$ cat src/rtl/qrmc_pkg.sv
// Shared types, constants and byte-class functions for the QR mode classifier.
`default_nettype none

package qrmc_pkg;

  // Result codes
  localparam logic [1:0] MODE_NUMERIC = 2'd0;
  localparam logic [1:0] MODE_ALNUM   = 2'd1;
  localparam logic [1:0] MODE_BYTE    = 2'd2;
  localparam logic [1:0] MODE_KANJI   = 2'd3;

  localparam logic [1:0] STATUS_OK      = 2'd0;
  localparam logic [1:0] STATUS_EMPTY   = 2'd1;
  localparam logic [1:0] STATUS_NO_MODE = 2'd2;

  // UTF-8 lead and continuation patterns
  localparam logic [2:0] UTF8_LEAD2 = 3'b110;
  localparam logic [3:0] UTF8_LEAD3 = 4'b1110;
  localparam logic [4:0] UTF8_LEAD4 = 5'b11110;
  localparam logic [1:0] UTF8_CONT  = 2'b10;

  // Shift-JIS byte ranges
  localparam logic [7:0] SJIS_LEAD_LO   = 8'h81;
  localparam logic [7:0] SJIS_LEAD_HI   = 8'h9F;
  localparam logic [7:0] SJIS_SINGLE_HI = 8'hA0;
  localparam logic [7:0] SJIS_TRAIL_LO  = 8'h40;
  localparam logic [7:0] SJIS_TRAIL_HI  = 8'hFC;
  localparam logic [7:0] SJIS_TRAIL_GAP = 8'h7F;
  localparam logic [7:0] SJIS_HIGH_BIT  = 8'h80;

  // Queue between the classifier and the result stage
  localparam int unsigned QueueDepth = 2;
  localparam int unsigned QueuePtrW  = $clog2(QueueDepth);
  localparam int unsigned QueueCntW  = $clog2(QueueDepth + 1);

  // Per-message verdict of the four checks
  typedef struct packed {
    logic empty_msg;
    logic numeric_ok;
    logic alnum_ok;
    logic utf8_ok;
    logic kanji_ok;
  } summary_t;

  function automatic logic is_digit(input logic [7:0] c);
    is_digit = (c >= 8'h30) && (c <= 8'h39);
  endfunction

  function automatic logic is_alnum(input logic [7:0] c);
    logic upper;
    logic space;
    logic symbol;
    upper  = (c >= 8'h41) && (c <= 8'h5A);
    // C whitespace (tab through carriage return) and space
    space  = ((c >= 8'h09) && (c <= 8'h0D)) || (c == 8'h20);
    symbol = (c == 8'h24) || (c == 8'h25) || (c == 8'h2A) || (c == 8'h2B) ||
             (c == 8'h2D) || (c == 8'h2E) || (c == 8'h2F) || (c == 8'h3A);
    is_alnum = is_digit(c) || upper || space || symbol;
  endfunction

endpackage

`default_nettype wire

$ cat src/rtl/qrmc_front.sv
// Classifier front end: per-byte check updates and per-message verdicts.
`default_nettype none

module qrmc_front (
  input  wire logic              clk_i,
  input  wire logic              rst_ni,
  input  wire logic              accept_i,
  input  wire logic [7:0]        data_byte_i,
  input  wire logic              last_i,
  input  wire logic              empty_message_i,
  output qrmc_pkg::summary_t     summary_o,
  output logic                   summary_valid_o
);
  import qrmc_pkg::*;

  logic       numeric_ok_q, numeric_ok_d;
  logic       alnum_ok_q, alnum_ok_d;
  logic [1:0] utf8_pending_q, utf8_pending_d;
  logic       utf8_bad_q, utf8_bad_d;
  logic       kanji_trail_q, kanji_trail_d;
  logic       kanji_bad_q, kanji_bad_d;

  logic [7:0] c;
  assign c = data_byte_i;

  // Digit and alphanumeric checks
  assign numeric_ok_d = numeric_ok_q & is_digit(c);
  assign alnum_ok_d   = alnum_ok_q & is_alnum(c);

  // UTF-8 structure check
  always_comb begin
    utf8_pending_d = utf8_pending_q;
    utf8_bad_d     = utf8_bad_q;
    if (!utf8_bad_q) begin
      if (utf8_pending_q == 2'd0) begin
        if (!c[7]) begin
          utf8_pending_d = 2'd0;
        end else if (c[7:5] == UTF8_LEAD2) begin
          utf8_pending_d = 2'd1;
        end else if (c[7:4] == UTF8_LEAD3) begin
          utf8_pending_d = 2'd2;
        end else if (c[7:3] == UTF8_LEAD4) begin
          utf8_pending_d = 2'd3;
        end else begin
          utf8_bad_d = 1'b1;
        end
      end else if (c[7:6] != UTF8_CONT) begin
        utf8_bad_d = 1'b1;
      end else begin
        utf8_pending_d = utf8_pending_q - 2'd1;
      end
    end
  end

  // Shift-JIS check; 0xA0 and above count as single bytes
  always_comb begin
    kanji_trail_d = kanji_trail_q;
    kanji_bad_d   = kanji_bad_q;
    if (!kanji_bad_q) begin
      if (kanji_trail_q) begin
        kanji_trail_d = 1'b0;
        if (!((c >= SJIS_TRAIL_LO) && (c <= SJIS_TRAIL_HI) && (c != SJIS_TRAIL_GAP))) begin
          kanji_bad_d = 1'b1;
        end
      end else if ((c < SJIS_HIGH_BIT) || (c >= SJIS_SINGLE_HI)) begin
        kanji_trail_d = 1'b0;
      end else if ((c >= SJIS_LEAD_LO) && (c <= SJIS_LEAD_HI)) begin
        kanji_trail_d = 1'b1;
      end else begin
        kanji_bad_d = 1'b1;
      end
    end
  end

  // Verdict handed to the queue at the end of a message
  assign summary_valid_o      = accept_i & (last_i | empty_message_i);
  assign summary_o.empty_msg  = empty_message_i;
  assign summary_o.numeric_ok = numeric_ok_d;
  assign summary_o.alnum_ok   = alnum_ok_d;
  assign summary_o.utf8_ok    = !utf8_bad_d && (utf8_pending_d == 2'd0);
  assign summary_o.kanji_ok   = !kanji_bad_d && !kanji_trail_d;

  // Check state; cleared at every message end
  always_ff @(posedge clk_i or negedge rst_ni) begin
    if (!rst_ni) begin
      numeric_ok_q   <= 1'b1;
      alnum_ok_q     <= 1'b1;
      utf8_pending_q <= 2'd0;
      utf8_bad_q     <= 1'b0;
      kanji_trail_q  <= 1'b0;
      kanji_bad_q    <= 1'b0;
    end else if (accept_i) begin
      if (last_i || empty_message_i) begin
        numeric_ok_q   <= 1'b1;
        alnum_ok_q     <= 1'b1;
        utf8_pending_q <= 2'd0;
        utf8_bad_q     <= 1'b0;
        kanji_trail_q  <= 1'b0;
        kanji_bad_q    <= 1'b0;
      end else begin
        numeric_ok_q   <= numeric_ok_d;
        alnum_ok_q     <= alnum_ok_d;
        utf8_pending_q <= utf8_pending_d;
        utf8_bad_q     <= utf8_bad_d;
        kanji_trail_q  <= kanji_trail_d;
        kanji_bad_q    <= kanji_bad_d;
      end
    end
  end

  // A message end leaves every check in its cleared state
  assert property (@(posedge clk_i) disable iff (!rst_ni)
    summary_valid_o |=> (numeric_ok_q && alnum_ok_q && !utf8_bad_q &&
                         (utf8_pending_q == 2'd0) && !kanji_trail_q && !kanji_bad_q))
    else $error("checks not cleared after message end");

  // A failed UTF-8 check owes no continuation bytes beyond what it held
  assert property (@(posedge clk_i) disable iff (!rst_ni)
    (utf8_bad_q && accept_i && !last_i && !empty_message_i) |=>
      (utf8_bad_q && $stable(utf8_pending_q)))
    else $error("UTF-8 failure not sticky");

endmodule

`default_nettype wire

$ cat src/rtl/qrmc_queue.sv
// Short queue of message verdicts between the classifier and the result stage.
`default_nettype none

module qrmc_queue (
  input  wire logic              clk_i,
  input  wire logic              rst_ni,
  input  wire logic              wr_en_i,
  input  wire qrmc_pkg::summary_t wr_data_i,
  output logic                   full_o,
  input  wire logic              rd_en_i,
  output qrmc_pkg::summary_t     rd_data_o,
  output logic                   empty_o
);
  import qrmc_pkg::*;

  summary_t                entry_q [QueueDepth];
  logic [QueuePtrW-1:0]    wr_ptr_q, rd_ptr_q;
  logic [QueueCntW-1:0]    count_q, count_d;

  assign full_o    = (count_q == QueueCntW'(QueueDepth));
  assign empty_o   = (count_q == '0);
  assign rd_data_o = entry_q[rd_ptr_q];

  // Occupancy
  always_comb begin
    count_d = count_q;
    if (wr_en_i && !rd_en_i) begin
      count_d = count_q + QueueCntW'(1);
    end else if (!wr_en_i && rd_en_i) begin
      count_d = count_q - QueueCntW'(1);
    end
  end

  // Pointers and occupancy register
  always_ff @(posedge clk_i or negedge rst_ni) begin
    if (!rst_ni) begin
      wr_ptr_q <= '0;
      rd_ptr_q <= '0;
      count_q  <= '0;
    end else begin
      count_q <= count_d;
      if (wr_en_i) begin
        wr_ptr_q <= (wr_ptr_q == QueuePtrW'(QueueDepth - 1)) ? '0 : wr_ptr_q + QueuePtrW'(1);
      end
      if (rd_en_i) begin
        rd_ptr_q <= (rd_ptr_q == QueuePtrW'(QueueDepth - 1)) ? '0 : rd_ptr_q + QueuePtrW'(1);
      end
    end
  end

  // Entry storage
  always_ff @(posedge clk_i) begin
    if (wr_en_i) begin
      entry_q[wr_ptr_q] <= wr_data_i;
    end
  end

  assert property (@(posedge clk_i) disable iff (!rst_ni)
    !(wr_en_i && full_o))
    else $error("queue write while full");

  assert property (@(posedge clk_i) disable iff (!rst_ni)
    count_q <= QueueCntW'(QueueDepth))
    else $error("queue count overflow");

endmodule

`default_nettype wire

$ cat src/rtl/qrmc_back.sv
// Result stage: picks the mode by priority and holds it for the consumer.
`default_nettype none

module qrmc_back (
  input  wire logic              clk_i,
  input  wire logic              rst_ni,
  input  wire qrmc_pkg::summary_t summary_i,
  input  wire logic              summary_avail_i,
  output logic                   summary_take_o,
  output logic                   empty,
  input  wire logic              pop,
  output logic [1:0]             mode_o,
  output logic [1:0]             status_o
);
  import qrmc_pkg::*;

  logic       valid_q;
  logic [1:0] mode_q, mode_d;
  logic [1:0] status_q, status_d;

  // Priority: numeric, alphanumeric, byte, kanji
  always_comb begin
    mode_d   = MODE_NUMERIC;
    status_d = STATUS_OK;
    if (summary_i.empty_msg) begin
      status_d = STATUS_EMPTY;
    end else if (summary_i.numeric_ok) begin
      mode_d = MODE_NUMERIC;
    end else if (summary_i.alnum_ok) begin
      mode_d = MODE_ALNUM;
    end else if (summary_i.utf8_ok) begin
      mode_d = MODE_BYTE;
    end else if (summary_i.kanji_ok) begin
      mode_d = MODE_KANJI;
    end else begin
      status_d = STATUS_NO_MODE;
    end
  end

  // Load when the output register is free or being drained
  assign summary_take_o = summary_avail_i && (!valid_q || pop);

  always_ff @(posedge clk_i or negedge rst_ni) begin
    if (!rst_ni) begin
      valid_q <= 1'b0;
    end else if (summary_take_o) begin
      valid_q <= 1'b1;
    end else if (pop) begin
      valid_q <= 1'b0;
    end
  end

  always_ff @(posedge clk_i) begin
    if (summary_take_o) begin
      mode_q   <= mode_d;
      status_q <= status_d;
    end
  end

  assign empty    = !valid_q;
  assign mode_o   = mode_q;
  assign status_o = status_q;

  // A waiting verdict reaches an idle output register in the next cycle
  assert property (@(posedge clk_i) disable iff (!rst_ni)
    (summary_avail_i && !valid_q) |=> valid_q)
    else $error("verdict not loaded into idle output");

  // Mode is numeric whenever status reports a problem
  assert property (@(posedge clk_i) disable iff (!rst_ni)
    (valid_q && (status_q != STATUS_OK)) |-> (mode_q == MODE_NUMERIC))
    else $error("mode nonzero with error status");

endmodule

`default_nettype wire

$ cat src/rtl/qr_encoding_mode_classifier_top.sv
// Top level of the QR data-mode classifier.
`default_nettype none

// Takes a message one byte per request and reports one result per message:
// the first QR data mode that fits (numeric, alphanumeric, byte as UTF-8,
// kanji as Shift-JIS), or status "empty" / "no supported mode". One byte is
// accepted every cycle while full is low; the per-byte checks are
// combinational compares. The verdict for a message is written to the queue
// when its last byte is accepted and moves into the output register once that
// register is free or being popped. A two-entry verdict queue sits between the
// classifier and the output register, so full rises only when two finished
// verdicts wait behind an unpopped result.

module qr_encoding_mode_classifier_top (
  input  wire logic       clk_i,
  input  wire logic       rst_ni,
  input  wire logic       push,
  output logic            full,
  input  wire logic [7:0] data_byte_i,
  input  wire logic       last_i,
  input  wire logic       empty_message_i,
  output logic            empty,
  input  wire logic       pop,
  output logic [1:0]      mode_o,
  output logic [1:0]      status_o
);
  import qrmc_pkg::*;

  logic     accept;
  summary_t front_summary;
  logic     front_valid;
  summary_t queue_summary;
  logic     queue_empty;
  logic     queue_take;

  assign accept = push && !full;

  qrmc_front u_front (
    .clk_i           (clk_i),
    .rst_ni          (rst_ni),
    .accept_i        (accept),
    .data_byte_i     (data_byte_i),
    .last_i          (last_i),
    .empty_message_i (empty_message_i),
    .summary_o       (front_summary),
    .summary_valid_o (front_valid)
  );

  qrmc_queue u_queue (
    .clk_i     (clk_i),
    .rst_ni    (rst_ni),
    .wr_en_i   (front_valid),
    .wr_data_i (front_summary),
    .full_o    (full),
    .rd_en_i   (queue_take),
    .rd_data_o (queue_summary),
    .empty_o   (queue_empty)
  );

  qrmc_back u_back (
    .clk_i           (clk_i),
    .rst_ni          (rst_ni),
    .summary_i       (queue_summary),
    .summary_avail_i (!queue_empty),
    .summary_take_o  (queue_take),
    .empty           (empty),
    .pop             (pop),
    .mode_o          (mode_o),
    .status_o        (status_o)
  );

endmodule

`default_nettype wire
$ cat config.mk
export PLATFORM = sky130hd
export DESIGN_NAME = qr_encoding_mode_classifier_top
export DESIGN_NICKNAME = d
export VERILOG_FILES = /design/src/rtl/qrmc_pkg.sv /design/src/rtl/qrmc_front.sv /design/src/rtl/qrmc_queue.sv /design/src/rtl/qrmc_back.sv /design/src/rtl/qr_encoding_mode_classifier_top.sv
export SDC_FILE = /design/constraint.sdc
export NUM_CORES = 1
export LEC_CHECK = 0
export BUFFER_PORTS_ARGS = -buffer_cell sky130_fd_sc_hd__buf_2
export CAP_MARGIN = 20
export CELL_PAD_IN_SITES_DETAIL_PLACEMENT = 0
export CELL_PAD_IN_SITES_GLOBAL_PLACEMENT = 1
export CORE_MARGIN = 4
export CORE_UTILIZATION = 44
export DETAILED_ROUTE_END_ITERATION = 10
export PLACE_DENSITY_LB_ADDON = 0.1
export SYNTH_ARGS = -nofsm -noshare
export SYNTH_HDL_FRONTEND = slang
export SYNTH_SLANG_ARGS = --single-unit
$ cat constraint.sdc
create_clock -name clk_i -period 2.18 [get_ports clk_i]
set_input_delay 0.545 -clock clk_i [delete_from_list [all_inputs] [get_ports clk_i]]
set_output_delay 0.545 -clock clk_i [all_outputs]
set_load 0.02 [all_outputs]
# Yosys cells after proc, flatten, opt, wreduce, memory -nomap -nowiden
# Memory sizes are Yosys's and may differ from the RTL's.
# Index checks and enable logic that the tools add are counted.
# word_totals
memories,1
ramBits,10
register_bits,16
in_bits,14
# op_classes
n_eq_ne,15
n_bitwise,4
mux,44
n_addsub,5
reduce_logical,42
magnitude_cmp,12
# memory_table
name,words,word_bits,rd,rd_ports_with_merged_regs,write_ports,line,text
u_queue.entry_q,2,5,1,0,1,qrmc_queue.sv:16,summary_t entry_q [QueueDepth];
# op_table
op,n
$eq 8x6->1 const B,9
$mux 1,31
$mux 2,13
$ge 8x7->1 const B,2
$ge 8x8->1 const B,2
$le 8x8->1 const B,2
$logic_or 1x1->1,14
$logic_and 1x1->1,12
$ge 8x4->1 const B,1
$ge 8x6->1 const B,1
$le 8x4->1 const B,1
$le 8x6->1 const B,1
$le 8x7->1 const B,1
$logic_not 1->1,8
$lt 8x8->1 const B,1
$ne 8x7->1 const B,1
$logic_not 2->1,3
$eq 5x5->1 const B,1
$eq 4x4->1 const B,1
$reduce_bool 2->1,2
$reduce_or 4->1,1
$sub 2x1->2 const B,2
$and 1x1->1,3
$eq 3x3->1 const B,1
7 further kinds,8

# Depth between registers and ports, before layout
# logic_depth
ltp_word,11
mapped_depth,7
mapped_depth_nobuf,7

# By module
# Synthesis repeated with hierarchy kept, for this count alone.
# unflattened
cells_unflattened,149
hier_area_um2,1585.3
# modules_own_cells
mod,cells_per_inst,instances,area_per_inst_um2,seq_area_each_um2
qrmc_front,99,1,797.0,177.7
qrmc_queue,32,1,556.8,400.4
qrmc_back,16,1,214.0,145.1
qr_encoding_mode_classifier_top,2,1,17.5,0.0

# Least setup slack after synthesis
# No wires, ideal clock.
# synth_timing
path_type,input to register
start,in data_byte_i[2]
end,"mem u_queue.entry_q[0][2] (netlist bit), data pin"
required_time_ns,1.923
cell_stages,4
slack_ns,0.561
arrival_time_ns,1.362
cell_sequence,or3_1 > a311oi_1 > a211o_1 > nor2_1
# synth_rtl
element,line,text
from (decl),qr_encoding_mode_classifier_top.sv:19,"input wire logic [7:0] data_byte_i,"
to (decl),qrmc_queue.sv:16,

==> qor.csv <==
stage,metric,value,unit
outcome,status,"complete, no violations",
clock_network,CTS Root Cell,clkbuf_4,
placed_design,HPWL after detailed placement,2250,um
synth,Synth top area share,28.9,%
power_and_ir_drop,Switching Fraction,34.9,%
synth,post-synthesis sequential area ratio,49.8,%
global_route,GRT overflow,0,
timing,min cycle time layout,1.89,ns
synth,post-synthesis xor/xnor area fraction,3.01,%
drt,routed wire length per instance,14.3,um
clock_network,clock buffer depth,2,
drt,DRC,0,
timing,# setup viols final,0,
timing,final worst setup slack,0.293,ns
worst_setup_path,R2R Path Start,u_front.utf8_pending_q[0],
worst_setup_path,Worst R2R Path Depth,7,
synth,async set-reset flop share out of synthesis,46.2,%
global_route,initial antenna violation count,0,
synth,"EDFF count, synth",14,
clock_network,CTS Buf Count,3,
floorplan,initial core utilization,46.8,%
clock_network,"Clk Latency, worst-skew pair",0.32,ns
synth,synthesis warning total,0,
global_route,largest net degree at the start of global routing,16,
timing,Worst Skew,0.00981,ns
cells_and_area,# fillers,295,
floorplan,core footprint,0.00310,mm^2
power_and_ir_drop,Logic pwr share,35.6,%
timing,Fin. Hold Viols,0,
power_and_ir_drop,internal power,1.15,mW
clock_network,"Gates resized, CTS repair",0,
worst_setup_path,Startpoint Class,flip-flop,
drt,Routed Antenna Nets,0,
floorplan,Rows,20,
synth,leading register cell type out of synthesis,edfxtp_1,
run,Max Cap Viol,0,
clock_network,clock transition at the registers of the reported paths,0.14,ns
power_and_ir_drop,Seq pwr share,46.0,%
clock_network,total setup buffers inserted after CTS,0,
drt,Via Count,1098,
placed_design,placed insts,199,
floorplan,die area,0.00429,mm^2
cells_and_area,Layout area overhead,12.1,%
timing,unrepaired setup endpoints after global routing,no,
global_route,Total GRT Usage,15.0,%
power_and_ir_drop,Leak,0.673,nW
synth,Syn Inst Count,140,
timing,fin. max-slew vios,0,
placed_design,Place WS,0.241,ns
drt,Pre-antenna DRT Iters,4,
cells_and_area,Final Instance Area,0.00163,mm^2
worst_hold_path,worst hold path class,input pin to async pin,
timing,Fmax,530,MHz
synth,main combinational cell family by area after synthesis,simple AND/OR/NAND/NOR gates,
power_and_ir_drop,clock share of power,18.4,%
floorplan,chip width,65.5,um
worst_setup_path,CP Class,flip-flop to flip-flop,
cells_and_area,nets@finish,176,
global_route,first-pass GRT wire length,4910,um
power_and_ir_drop,Tot Pwr,1.76,mW
worst_setup_path,CP Capture Type,flip-flop,
synth,Netlist Area Pre-Place,0.00145,mm^2
power_and_ir_drop,Switch Pwr,614,uW
timing,setup TNS,0,ns
clock_network,clock sinks,26,
synth,Compound-Gate Fraction of Synth Area,17.7,%
power_and_ir_drop,pwr dens,1080,mW/mm^2
drt,vias per cell,5.41,
clock_network,H-Tree Depth,1,
synth,Post-Synth Simple-Gate Area,20.9,%
worst_setup_path,r2r setup slk,0.29,ns
timing,relative slew slack,70.6,%
cells_and_area,fraction of layout cells with a size suffix above 1,20.1,%
worst_setup_path,worst r2r dst,u_queue.entry_q[0][1],
power_and_ir_drop,VDD IR max,0.788,mV
synth,"area leader, netlist",edfxtp_1,
global_route,number of global-route vias before repair,1056,
synth,Syn Area/Cell,10.4,um^2
placed_design,GPL Wtd Cong,0.801,
clock_network,cts hold-fix bufs,0,
drt,WL final,2900,um
drt,1st-iter DRT viols,49,
synth,syn nets,156,
cells_and_area,"non-filler cells, final",203,
clock_network,TritonCTS clock tree,built,
worst_setup_path,"Arr. time, crit path",1.98,ns
worst_setup_path,WP data required,2.27,ns
floorplan,Die Y,65.5,um
synth,synthesized flop and latch total,26,
synth,multiplexer area fraction after synthesis,2.15,%
floorplan,io pins,20,
cells_and_area,number of diodes,0,
placed_design,placed cell area,0.00158,mm^2
timing,Worst-Margin Slew,0.439,ns
synth,post-synthesis adder-cell area fraction,1.72,%
synth,Netlist cell types,52,
timing,period utilisation layout,86.5,%
worst_setup_path,"Max FO, Critical Path",6,
placed_design,port bufs,19,
synth,Synth area leaders,"edfxtp_1, dfrtp_1, dfstp_2",
## worst max-delay path by stage
stage / endpoint / depth (start not counted) / slack, ns / start
global route: u_queue.entry_q[1][1] / 7 / 0.14 / u_front.utf8_pending_q[0]
detailed placement: u_queue.count_q[1] / 7 / 0.24 / empty_message_i
floorplan: u_queue.entry_q[0][2] / 4 / 0.56 / data_byte_i[2]
CTS: u_queue.entry_q[0][1] / 7 / 0.30 / u_front.utf8_pending_q[0]
finish: u_queue.entry_q[0][1] / 7 / 0.29 / u_front.utf8_pending_q[0]
global placement: u_queue.count_q[1] / 8 / 0.26 / empty_message_i
## cell type report
| type | count | area, um^2 | area share (%) |
|---|---|---|---|
| well taps | 44 | 55.1 | 3.38 |
| flip-flops and latches | 26 | 723 | 44.4 |
| clock inverters | 1 | 30.0 | 1.84 |
| repair buffers | 20 | 103 | 6.30 |
| inverters | 9 | 33.8 | 2.07 |
| multi-input cells | 100 | 662 | 40.6 |
| clock buffers | 3 | 22.5 | 1.38 |
## per-stage QoR
| step | utilization, % | hold WS (ns) |
|---|---|---|
| detailed placement | 50.8 | 0.450 |
| CTS | 52.5 | 0.0813 |
| global route | 52.5 | 0.0518 |
| global placement | 50.8 | 0.445 |
| floorplan | - | 0.249 |
| finish | 52.5 | 0.0729 |
## flip-flops by register name, indices dropped and copies added, names as in the netlist, 2 cells and up
| signal | count |
|---|---|
| u_queue.entry_q | 10 |
| u_back.mode_o | 2 |
| u_back.status_o | 2 |
| u_front.utf8_pending_q | 2 |
| u_queue.count_q | 2 |
## critical path, cell delays in order (launching register included)
cell and delay, ns:
dfrtp_1 0.43, inv_1 0.06, ha_1 0.28, nor3b_4 0.29, a21oi_1 0.11, a221oi_1 0.27
nor4_1 0.08, buf_4 0.15
## per-layer routing
metal / global-route usage (%) / wire length, um / vias to the layer above
met5: 0 / 0 / -
met4: 2.59 / 0 / 0
met3: 4.44 / 136 / 0
met2: 23.0 / 1330 / 29
met1: 21.3 / 1430 / 516
li1: - / - / 553
## cell usage in the layout, fill, tap and decap left out, drive strengths merged, types with 3 or more instances in the layout
cell	count
buf	20
and2	5
a21oi	7
nor2	13
nand2	7
clkbuf	3
nand2b	3
dfrtp	10
edfxtp	14
nand3	4
o21ai	11
xnor2	3
inv	9
nor3	6
## Yosys cell counts, types with 3 or more instances
cell	instances
xnor2_1	3
o21ai_0	8
dfrtp_1	10
and2_1	5
nand2_1	7
buf_2	3
edfxtp_1	14
a21oi_1	7
nand2b_1	3
nor3_1	5
o21ai_1	3
inv_1	9
nor2_1	12
nand3_1	4
## power by group through the flow
stage          clock network [mW]  logic, mW  registers [mW]
5_1_grt                     0.363      0.700           0.829
6_report                    0.324      0.626           0.809
2_1_floorplan                   0      0.454           0.812
3_5_place_dp                    0      0.625           0.819
4_1_cts                     0.333      0.630           0.808
3_3_place_gp                    0      0.614           0.814
## kinds of logic (layout without fill, tap and decap cells)
group | Yosys count | after routing
and+or+nand+nor | 53 | 53
AOI/OAI and AO/OA | 37 | 37
DFF | 26 | 26
buffers and inverters | 14 | 33
xor gates and xnor gates | 5 | 5
muxes | 3 | 3
adders and majority gates | 2 | 2
Power figures use the tool's default switching activity.
